### src/hw/rtl/srmq_pkg.sv
`timescale 1ns / 1ps
// ----------------------------------------------------------------------------
// srmq_pkg
// Shared types, codes and defaults for the selective-receive mailbox.
// ----------------------------------------------------------------------------
package srmq_pkg;

  localparam int DEPTH_DEF       = 16;
  localparam int HANDLE_BITS_DEF = 16;
  localparam int ID_W            = 32;
  localparam int HANDLE_W        = 16;
  localparam int STATUS_W        = 3;
  localparam int FILL_W          = 5;
  localparam int CFG_IDX_W       = 1;

  // result status codes
  localparam logic [STATUS_W-1:0] ST_RECEIVED = 3'd0;
  localparam logic [STATUS_W-1:0] ST_QUIT     = 3'd1;
  localparam logic [STATUS_W-1:0] ST_NONE     = 3'd2;
  localparam logic [STATUS_W-1:0] ST_ADDED    = 3'd3;
  localparam logic [STATUS_W-1:0] ST_FULL     = 3'd4;

  // operation codes
  localparam logic OP_ADD  = 1'b0;
  localparam logic OP_RECV = 1'b1;

  // configuration register indexes
  localparam logic [CFG_IDX_W-1:0] REG_QUIT     = 1'b0;
  localparam logic [CFG_IDX_W-1:0] REG_WILDCARD = 1'b1;

  // command word from the front part to the back part
  typedef struct packed {
    logic             opcode;
    logic [ID_W-1:0]  new_id;
    logic [HANDLE_W-1:0] new_handle;
    logic [ID_W-1:0]  range_low;
    logic [ID_W-1:0]  range_high;
    logic             take_out;
    logic             any;
  } cmd_t;

  typedef enum logic [2:0] {
    S_IDLE, S_SCAN, S_READ, S_SHIFT, S_DONE
  } state_t;

endpackage

### src/hw/rtl/srmq_front.sv
`timescale 1ns / 1ps
// ----------------------------------------------------------------------------
// srmq_front
// Accepts input words, classifies the receive wildcard and queues commands.
// ----------------------------------------------------------------------------
module srmq_front (
  input  logic                       clk,
  input  logic                       rst_n,
  input  logic                       in_valid,
  output logic                       in_stall,
  input  logic                       in_opcode,
  input  logic [srmq_pkg::ID_W-1:0]  in_new_id,
  input  logic [srmq_pkg::HANDLE_W-1:0] in_new_handle,
  input  logic [srmq_pkg::ID_W-1:0]  in_range_low,
  input  logic [srmq_pkg::ID_W-1:0]  in_range_high,
  input  logic                       in_take_out,
  input  logic [srmq_pkg::ID_W-1:0]  wildcard_code,
  output logic                       cmd_valid,
  input  logic                       cmd_pop,
  output srmq_pkg::cmd_t             cmd
);
  import srmq_pkg::*;

  // two-entry command queue
  cmd_t       q_r [2];
  logic       rd_r, wr_r;
  logic [1:0] cnt_r;
  cmd_t       c;
  logic       push;

  assign in_stall  = (cnt_r == 2'd2);
  assign push      = in_valid && !in_stall;
  assign cmd_valid = (cnt_r != 2'd0);
  assign cmd       = q_r[rd_r];

  // classify the word
  always_comb begin
    c.opcode     = in_opcode;
    c.new_id     = in_new_id;
    c.new_handle = in_new_handle;
    c.range_low  = in_range_low;
    c.range_high = in_range_high;
    c.take_out   = in_take_out;
    c.any        = (in_range_low == wildcard_code);
  end

  always_ff @(posedge clk) begin
    if (push) begin
      q_r[wr_r] <= c;
    end
  end

  // advance pointers
  always_ff @(posedge clk) begin
    if (!rst_n) begin
      rd_r  <= 1'b0;
      wr_r  <= 1'b0;
      cnt_r <= 2'd0;
    end else begin
      if (push) wr_r <= ~wr_r;
      if (cmd_pop) rd_r <= ~rd_r;
      cnt_r <= cnt_r + {1'b0, push} - {1'b0, cmd_pop};
    end
  end

endmodule

### src/hw/rtl/srmq_back.sv
`timescale 1ns / 1ps
// ----------------------------------------------------------------------------
// srmq_back
// Holds the ordered entries, scans them one at a time and compacts on removal.
// ----------------------------------------------------------------------------
module srmq_back #(
  parameter int DEPTH       = srmq_pkg::DEPTH_DEF,
  parameter int HANDLE_BITS = srmq_pkg::HANDLE_BITS_DEF
) (
  input  logic                          clk,
  input  logic                          rst_n,
  input  logic                          cmd_valid,
  output logic                          cmd_pop,
  input  srmq_pkg::cmd_t                cmd,
  input  logic [srmq_pkg::ID_W-1:0]     quit_code,
  output logic                          out_valid,
  input  logic                          out_stall,
  output logic [srmq_pkg::STATUS_W-1:0] out_status,
  output logic [srmq_pkg::ID_W-1:0]     out_found_id,
  output logic [srmq_pkg::HANDLE_W-1:0] out_found_handle,
  output logic [srmq_pkg::FILL_W-1:0]   out_fill_level
);
  import srmq_pkg::*;

  localparam int AW = $clog2(DEPTH);
  localparam int CW = $clog2(DEPTH + 1);

  logic [ID_W-1:0]        ids_m [DEPTH];
  logic [HANDLE_BITS-1:0] hnd_m [DEPTH];

  state_t               state_r, state_nxt;
  logic [CW-1:0]        count_r, count_nxt;
  logic [CW-1:0]        idx_r, idx_nxt;
  logic [ID_W-1:0]      rid_r;
  logic [HANDLE_BITS-1:0] rh_r;
  logic                 valid_r, valid_nxt;
  logic [STATUS_W-1:0]  st_r, st_nxt;
  logic [ID_W-1:0]      fid_r, fid_nxt;
  logic [HANDLE_W-1:0]  fh_r, fh_nxt;
  logic [STATUS_W-1:0]  ost_r;
  logic [ID_W-1:0]      ofid_r;
  logic [HANDLE_W-1:0]  ofh_r;
  logic [CW-1:0]        ofill_r;

  logic                 wr_en;
  logic [AW-1:0]        wr_addr;
  logic [ID_W-1:0]      wr_id;
  logic [HANDLE_BITS-1:0] wr_h;
  logic [AW-1:0]        rd_addr;
  logic                 hit_q, hit_r;
  logic [HANDLE_W-1:0]  h16;

  // read port and write port
  always_ff @(posedge clk) begin
    if (wr_en) begin
      ids_m[wr_addr] <= wr_id;
      hnd_m[wr_addr] <= wr_h;
    end
    rid_r <= ids_m[rd_addr];
    rh_r  <= hnd_m[rd_addr];
  end

  assign hit_q = (rid_r == quit_code);
  assign hit_r = cmd.any || (rid_r >= cmd.range_low && rid_r <= cmd.range_high);

  generate
    if (HANDLE_BITS >= HANDLE_W) begin : g_hw
      assign h16 = rh_r[HANDLE_W-1:0];
    end else begin : g_hn
      assign h16 = {{(HANDLE_W-HANDLE_BITS){1'b0}}, rh_r};
    end
  endgenerate

  assign out_valid        = valid_r;
  assign out_status       = ost_r;
  assign out_found_id     = ofid_r;
  assign out_found_handle = ofh_r;
  assign out_fill_level   = FILL_W'(ofill_r);

  always_ff @(posedge clk) begin
    if (!rst_n) begin
      state_r <= S_IDLE;
      count_r <= '0;
      valid_r <= 1'b0;
    end else begin
      state_r <= state_nxt;
      count_r <= count_nxt;
      valid_r <= valid_nxt;
    end
    idx_r <= idx_nxt;
    st_r  <= st_nxt;
    fid_r <= fid_nxt;
    fh_r  <= fh_nxt;
    // hold the result word apart from the working registers
    if (cmd_pop) begin
      ost_r   <= st_r;
      ofid_r  <= fid_r;
      ofh_r   <= fh_r;
      ofill_r <= count_r;
    end
  end

  // sequence add, scan and compaction
  always_comb begin
    state_nxt = state_r;
    count_nxt = count_r;
    idx_nxt   = idx_r;
    valid_nxt = valid_r;
    st_nxt    = st_r;
    fid_nxt   = fid_r;
    fh_nxt    = fh_r;
    cmd_pop   = 1'b0;
    wr_en     = 1'b0;
    wr_addr   = AW'(count_r);
    wr_id     = cmd.new_id;
    wr_h      = HANDLE_BITS'(cmd.new_handle);
    rd_addr   = AW'(idx_r);
    if (valid_r && !out_stall) valid_nxt = 1'b0;
    case (state_r)
      S_IDLE: begin
        idx_nxt = '0;
        fid_nxt = '0;
        fh_nxt  = '0;
        rd_addr = '0;
        if (cmd_valid) begin
          if (cmd.opcode == OP_ADD) begin
            if (count_r == CW'(DEPTH)) begin
              st_nxt = ST_FULL;
            end else begin
              wr_en     = 1'b1;
              count_nxt = count_r + 1'b1;
              st_nxt    = ST_ADDED;
            end
            state_nxt = S_DONE;
          end else if (count_r == '0) begin
            st_nxt    = ST_NONE;
            state_nxt = S_DONE;
          end else begin
            state_nxt = S_SCAN;
          end
        end
      end
      S_SCAN: begin
        // rid_r holds entry idx_r
        if (hit_q || hit_r) begin
          st_nxt  = hit_q ? ST_QUIT : ST_RECEIVED;
          fid_nxt = rid_r;
          fh_nxt  = h16;
          if (cmd.take_out) begin
            rd_addr   = AW'(idx_r + 1'b1);
            state_nxt = S_SHIFT;
          end else begin
            state_nxt = S_DONE;
          end
        end else if (idx_r + 1'b1 == count_r) begin
          st_nxt    = ST_NONE;
          state_nxt = S_DONE;
        end else begin
          idx_nxt   = idx_r + 1'b1;
          rd_addr   = AW'(idx_r + 1'b1);
          state_nxt = S_READ;
        end
      end
      S_READ: begin
        state_nxt = S_SCAN;
      end
      S_SHIFT: begin
        // rid_r holds entry idx_r+1 when inside the list
        if (idx_r + 1'b1 >= count_r) begin
          count_nxt = count_r - 1'b1;
          state_nxt = S_DONE;
        end else begin
          wr_en   = 1'b1;
          wr_addr = AW'(idx_r);
          wr_id   = rid_r;
          wr_h    = rh_r;
          idx_nxt = idx_r + 1'b1;
          rd_addr = AW'(idx_r + 2'd2);
          state_nxt = S_SHIFT;
        end
      end
      S_DONE: begin
        if (!valid_r || !out_stall) begin
          valid_nxt = 1'b1;
          cmd_pop   = 1'b1;
          state_nxt = S_IDLE;
        end
      end
      default: state_nxt = S_IDLE;
    endcase
    if (state_r == S_READ && state_nxt == S_SCAN) rd_addr = AW'(idx_r);
  end

endmodule

### src/hw/rtl/selective_receive_message_queue_core.sv
`timescale 1ns / 1ps
// ----------------------------------------------------------------------------
// selective_receive_message_queue_core
// Ordered mailbox of message ids and handles with selective receive.
// ----------------------------------------------------------------------------
// Words are taken one at a time by a front stage into a two-entry command
// queue; a back sequencer executes them against one single-port-write entry
// memory. A receive starts, reads the oldest entry, then reads and compares
// each further entry in turn (memory read then compare); when the found entry
// is removed, the later entries are moved up one place, and then the result
// is presented. A result register lets the next command start while a result
// waits to be taken.
module selective_receive_message_queue_core #(
  parameter int DEPTH       = srmq_pkg::DEPTH_DEF,
  parameter int HANDLE_BITS = srmq_pkg::HANDLE_BITS_DEF
) (
  input  logic                          clk,
  input  logic                          rst_n,
  input  logic                          cfg_we,
  input  logic [srmq_pkg::CFG_IDX_W-1:0] cfg_index,
  input  logic [srmq_pkg::ID_W-1:0]     cfg_wdata,
  input  logic                          in_valid,
  output logic                          in_stall,
  input  logic                          in_opcode,
  input  logic [srmq_pkg::ID_W-1:0]     in_new_id,
  input  logic [srmq_pkg::HANDLE_W-1:0] in_new_handle,
  input  logic [srmq_pkg::ID_W-1:0]     in_range_low,
  input  logic [srmq_pkg::ID_W-1:0]     in_range_high,
  input  logic                          in_take_out,
  output logic                          out_valid,
  input  logic                          out_stall,
  output logic [srmq_pkg::STATUS_W-1:0] out_status,
  output logic [srmq_pkg::ID_W-1:0]     out_found_id,
  output logic [srmq_pkg::HANDLE_W-1:0] out_found_handle,
  output logic [srmq_pkg::FILL_W-1:0]   out_fill_level
);
  import srmq_pkg::*;

  logic [ID_W-1:0] quit_r, wild_r;
  logic            cmd_valid, cmd_pop;
  cmd_t            cmd;

  // hold configuration
  always_ff @(posedge clk) begin
    if (!rst_n) begin
      quit_r <= 32'd1;
      wild_r <= 32'd0;
    end else if (cfg_we) begin
      case (cfg_index)
        REG_QUIT:     quit_r <= cfg_wdata;
        REG_WILDCARD: wild_r <= cfg_wdata;
        default: ;
      endcase
    end
  end

  srmq_front u_front (
    .clk, .rst_n, .in_valid, .in_stall, .in_opcode, .in_new_id, .in_new_handle,
    .in_range_low, .in_range_high, .in_take_out,
    .wildcard_code(wild_r), .cmd_valid, .cmd_pop, .cmd
  );

  srmq_back #(.DEPTH(DEPTH), .HANDLE_BITS(HANDLE_BITS)) u_back (
    .clk, .rst_n, .cmd_valid, .cmd_pop, .cmd, .quit_code(quit_r),
    .out_valid, .out_stall, .out_status, .out_found_id, .out_found_handle,
    .out_fill_level
  );

endmodule
### config.mk
export PLATFORM = sky130hd
export DESIGN_NAME = selective_receive_message_queue_core
export DESIGN_NICKNAME = d
export VERILOG_FILES = /design/src/hw/rtl/srmq_pkg.sv /design/src/hw/rtl/srmq_front.sv /design/src/hw/rtl/srmq_back.sv /design/src/hw/rtl/selective_receive_message_queue_core.sv
export SDC_FILE = /design/constraint.sdc
export NUM_CORES = 2
export LEC_CHECK = 0
export ABC_AREA = 1
export BUFFER_PORTS_ARGS = -buffer_cell sky130_fd_sc_hd__buf_2
export CAP_MARGIN = 25
export CORE_MARGIN = 2
export CORE_UTILIZATION = 60
export DETAILED_ROUTE_END_ITERATION = 10
export PLACE_DENSITY_LB_ADDON = 0.25
export SYNTH_ARGS = -nofsm -noshare
export SYNTH_HDL_FRONTEND = slang
export SYNTH_SLANG_ARGS = --single-unit
### constraint.sdc
create_clock -name clk -period 14.5 [get_ports clk]
set_input_delay 2.9 -clock clk [delete_from_list [all_inputs] [get_ports clk]]
set_output_delay 2.9 -clock clk [all_outputs]
set_load 0.01 [all_outputs]
### Word-level counts from Yosys, hierarchy flattened

Memories as Yosys holds them, arrays and structs flattened. A register that Yosys moved wholly into a read port is not among the register bits.
Index checks and enable logic that the tools add are counted.

* add/subtract/negate cells: 6
* order comparisons: 3
* equal/unequal tests: 20
* mux-type cells: 58
* bitwise operators: 3
* reductions and logical operators: 22

Operator list (count)
* $mux 32: 3
* $eq 32x32->1: 2
* $pmux 32 s2: 1
* $mux 16: 3
* $mux 3: 14
* $mux 5: 7
* $ge 32x32->1: 1
* $le 32x32->1: 1
* $pmux 16 s2: 1
* $mux 4: 7
* $mux 1: 16
* $pmux 3 s5: 1
* $pmux 5 s3: 1
* $ne 2x2->1 const B: 6
* $pmux 4 s3: 1
* $add 5x1->5 const B: 2
* $pmux 5 s2: 1
* $reduce_and 4->1: 2
* $eq 3x1->1 const B: 2
* $eq 3x2->1 const B: 2
* $pmux 3 s2: 1
* $reduce_and 2->1: 3
* $reduce_bool 2->1: 3
* $eq 5x5->1: 1
* 20 further kinds: 30

* flip-flop bits (word level): 189
* bits in writable memories: 998
* input port bits: 152
* output and inout port bits: 58
* word-level logic and storage cells: 131
* memories kept: 3

Memory list
* u_back.ids_m: depth 16, width 32, read ports 1, clocked after Yosys merged registers in 1, write ports 1, RTL line srmq_back.sv:28 `logic [ID_W-1:0] ids_m [DEPTH];`
* u_back.hnd_m: depth 16, width 16, read ports 1, clocked after Yosys merged registers in 1, write ports 1, RTL line srmq_back.sv:29 `logic [HANDLE_BITS-1:0] hnd_m [DEPTH];`
* u_front.q_r: depth 2, width 115, read ports 1, clocked after Yosys merged registers in 1, write ports 1, RTL line srmq_front.sv:25 `cmd_t q_r [2];`

### Depth between registers and ports, before layout

* depth in word-level cells: 9
* depth in mapped cells: 30
* depth with buffers taken out: 26

### Modules after synthesis

Synthesis repeated with hierarchy kept, for this count alone.

* cells, all modules: 4838
* area total of the unflattened synthesis: 53347.4 sq um

Modules (own cells, without submodules)
* srmq_back: times used 1, cells an instance 3935, area each 41462.3 sq um, seq. area each 27566.4 sq um
* srmq_front: times used 1, cells an instance 554, area each 9365.2 sq um, seq. area each 7006.7 sq um
* selective_receive_message_queue_core: times used 1, cells an instance 349, area each 2519.9 sq um, seq. area each 1281.2 sq um

### Worst setup path after synthesis

Ideal clock, no wire load.

* kind: input-to-reg
* start point: in in_valid
* end point: mem u_front.q_r[1][0] (netlist bit), enable pin
* setup time: 0.592 ns
* arrival time: 7.844 ns
* data required time: 13.908 ns
* setup slack: 6.064 ns
* stages: 2
* buffers on the path: 0
* cell sequence: o21ai_0 -> nor2_1

* word-level cells in the longest chain between the ends: 3

RTL lines
* start: declaration: RTL line selective_receive_message_queue_core.sv:22 `input logic in_valid,`
* $logic_and 1x1->1: RTL line srmq_front.sv:32 `assign push = in_valid && !in_stall;`
* $mux 1: RTL line srmq_front.sv:48 `if (push) begin`
* $mux 1 (not written as such): RTL line srmq_front.sv:49 `q_r[wr_r] <= c;`
* end: declaration: RTL line srmq_front.sv:25

Every way passes these cells.

==> impl_results.md <==
* Root Driver: clkbuf_16
* Rel. slew slack at 0.1390
* Switching share of power at 0.3943
* FF-to-FF setup slack at ~7400 ps
* PortBufs at ~210
* CP max-delay cell: dfxtp_4
* Postcts setup bufs at 0
* P_sw at 5.091 mW
* Setup TNS at 0 ps
* Sequential-to-total area share from yosys stat at 0.6876
* Run status: finished clean
* Pwr dens at between 200 and 250 nW/µm²
* Buf/Inv on CP at 4
* Final Cycle Share at 0.4892
* Final Wtd Congestion at approximately 0.86
* Post-synth EDFFs at around 1.1k
* Commonest cells after routing, fill and taps aside: edfxtp_1 (1,110), nand2_1 (1,005), nand3_1 (889), inv_1 (554), nor2_1 (213)
* Logic gate share of total power at 0.383
* Pins over their slew limit at 0
* # diodes at 0
* Final nets at approximately 5.1k
* Worst setup path endpoint: u_back.h16[15]
* Initial core utilization at 0.6029
* CP top delay family: buffers and inverters
* Clk_lat worst skew at ~700 ps
* Dpl ws at 7701 ps
* Drt wl/cell at about 21 µm
* Commonest non-fill, non-tap cell in the layout: edfxtp_1
* P_int at between 7 and 8 mW
* Clock Skews at between 20 and 25 ps
* Max-cap viol count at 0
* Synth area leaders: edfxtp_1 (64%), nand3_1 (8.5%), nand2_1 (7.2%)
* Vias in the first global route at around 34k
* Min-Delay Path Class: register to register
* Synth-to-layout area growth at 11.95%
* Most frequent cell on the critical path: nand2_1
* H-tree levels at 3
* P_leak at ~24 nW
* Initial antenna violation count at 1
* Post-synthesis cell count at 4,684
* Cts repair resizes at 0
* Overflow left after global routing at 0
* Critical Path Source Type: register
* Dominant cell type by area after synthesis: edfxtp_1
* Clock group share of total power at 0.241
* # hold bufs at CTS at 0
* Clock sinks at around 1.2k
* Die width at 298.8 µm
* Max VDD drop at 0.0003332 V
* Final ANT Viol Nets at 0
* Row count at ~110
* Final hold vios at 0
* Final WL at around 130,000 µm
* Syn avg cell area at about 11 µm²
* CP Class: register to register
* Global Route Usage Sum at 0.2889
* Syn_nets at 4,913
* CP peak stage delay at approximately 730 ps
* Synth Flop Type: edfxtp_1
* Critical path required time at between 15,000 and 20,000 ps
* Register-to-Register Path Depth at 24
* Core Area at just under 90,000 µm²
* Setup violations, final at 0
* Number of synthesized register bits at between 1k and 1.5k
* Critical path endpoint category: register
* Post-route DRC at 0
* Largest net degree at the start of global routing at roughly 250
* Worst-path clk slew at 60 ps
* Worst Slack Setup Final at approximately 7400 ps
* CTS max path bufs at 3
* Die height at roughly 300 µm
* Stages on worst setup path at 24
* Share of cells above drive strength 1 at 0.1079
* Worst path arrival time at 7680 ps
* DRT iter0 DRCs at 4,127
* Post-synth top area share at 0.6392
* Tmin final at between 7000 and 8000 ps
* # IOs at 210
* Pre-Repair DR Iteration Count at 6
* FFs w/ async S/R, synth at 0
* Tightest Pin Transition at around 1300 ps
* Netlist cell types at 42
* Cts bufs inserted at 120
* Detailed-route via count at approximately 35k
* Unrepaired setup endpoints after global routing: false
* CTS tree: built
* Power, Total at roughly 13 mW
* Critical path cell sequence: buf_4 -> buf_4 -> mux2i_1 -> ha_1 -> a21oi_1 -> nand2_1 -> nand2_1 -> nand3_1 -> a21oi_1 -> nand2_1 -> nand2_1 -> nand2_2 -> nand3_1 -> nand3_2 -> nand3_4 -> buf_4 -> nand2_8 -> buf_12 -> nand2_1 -> nand2_1 -> nand2_1 -> nand3_1 -> nand3_1 -> nand2_1
* Post-DP HPWL at between 60,000 and 70,000 µm
* Mapped cell area at roughly 52,000 µm²
* Worst R2R End: u_back.h16[15]
* Die outline area at ~89,000 µm²
* CP Max Fanout at 248
* Synth warnings at 0
* Seq pwr share at 0.377
* Max Freq at 141.0 MHz
* Vias per cell at approximately 5.7
* # fillers at approximately 6.3k
* First-pass GRT wire length at approximately 200,000 µm
## power groups by stage
stage          Sequential (mW)  Combinational (mW)  Clock, mW
6_report                  4.86                4.94       3.11
5_1_grt                   4.89                5.49       3.28
4_1_cts                   4.86                4.90       3.13
3_5_place_dp              4.94                4.86          0
3_3_place_gp              4.93                4.76          0
2_1_floorplan             4.86                3.50          0
## cell families after synthesis
| kind of cell | share of synthesized area |
|---|---|
| AND/OR/NAND/NOR | 0.1798 |
| flip-flops | 0.6876 |
| buffers and inverters | 0.06356 |
| AO/OA/AOI/OAI | 0.02911 |
| adder cells (fa/ha/maj) | 0.01862 |
| multiplexers | 0.01277 |
| XOR/XNOR | 0.008567 |
## how the worst min path moves through the flow
stage / cells after the start / to / slack (ps) / start
finish: 0 / u_back.out_found_id[7] / 410 / u_back.fid_r[7]
global placement: 0 / u_back.out_found_handle[4] / 400 / u_back.fh_r[4]
CTS: 0 / u_back.out_found_handle[7] / 410 / u_back.fh_r[7]
global route: 0 / u_back.out_found_id[23] / 420 / u_back.fid_r[23]
floorplan: 0 / u_back.out_found_handle[0] / 400 / u_back.fh_r[0]
detailed placement: 0 / u_back.out_found_handle[13] / 400 / u_back.fh_r[13]
## layer usage
metal  part of all wire  wire length, µm  track usage  up-vias
met1               0.39            50640       0.3915    16790
li1                   -                -            -    16290
met4              0.042             5471       0.1176        0
met2               0.49            62930       0.4758     1650
met5                  0                0            0        -
met3              0.081            10470      0.04064      345
## layout make-up
type	count	area (µm²)	share of cell area
Sequential cell	1236	35860	0.6143
Tap cell	1155	1445	0.02476
Clock inverter	50	505.5	0.008659
Inverter	565	2127	0.03644
Timing Repair Buffer	305	1812	0.03104
Clock buffer	178	3456	0.05920
Multi-Input combinational cell	2632	13170	0.2257
## cell usage after synthesis, types with 60 or more instances
cell type / number
edfxtp_1: 1110
nand2_1: 1007
nand3_1: 889
inv_1: 557
nor2_1: 231
o21ai_0: 141
dfxtp_1: 126
buf_2: 111
clkbuf_1: 98
ha_1: 76
mux2i_1: 62
a21oi_1: 60
## through the flow
step | hold WS [ps] | utilization | cell area (µm²) | instances
after floorplan | 400.3 | - | 52140 | 4684
after global placement | 401.3 | 0.6289 | 54390 | 5892
after detailed placement | 404.5 | 0.6289 | 54390 | 5892
after CTS | 414.5 | 0.6747 | 58350 | 6120
after global routing | 423.5 | 0.6750 | 58380 | 6121
final | 411.8 | 0.6750 | 58380 | 6121
## registers in the layout, summed over array words and instances, names as in the netlist, 32 cells and up, named ones only
signal	count
wild_r	32
quit_r	32
u_back.hnd_m	256
u_front.q_r	230
u_back.ids_m	512
u_back.fid_r	32
u_back.out_found_id	32
u_back.rid_r	32
Power figures use the tool's default switching activity.
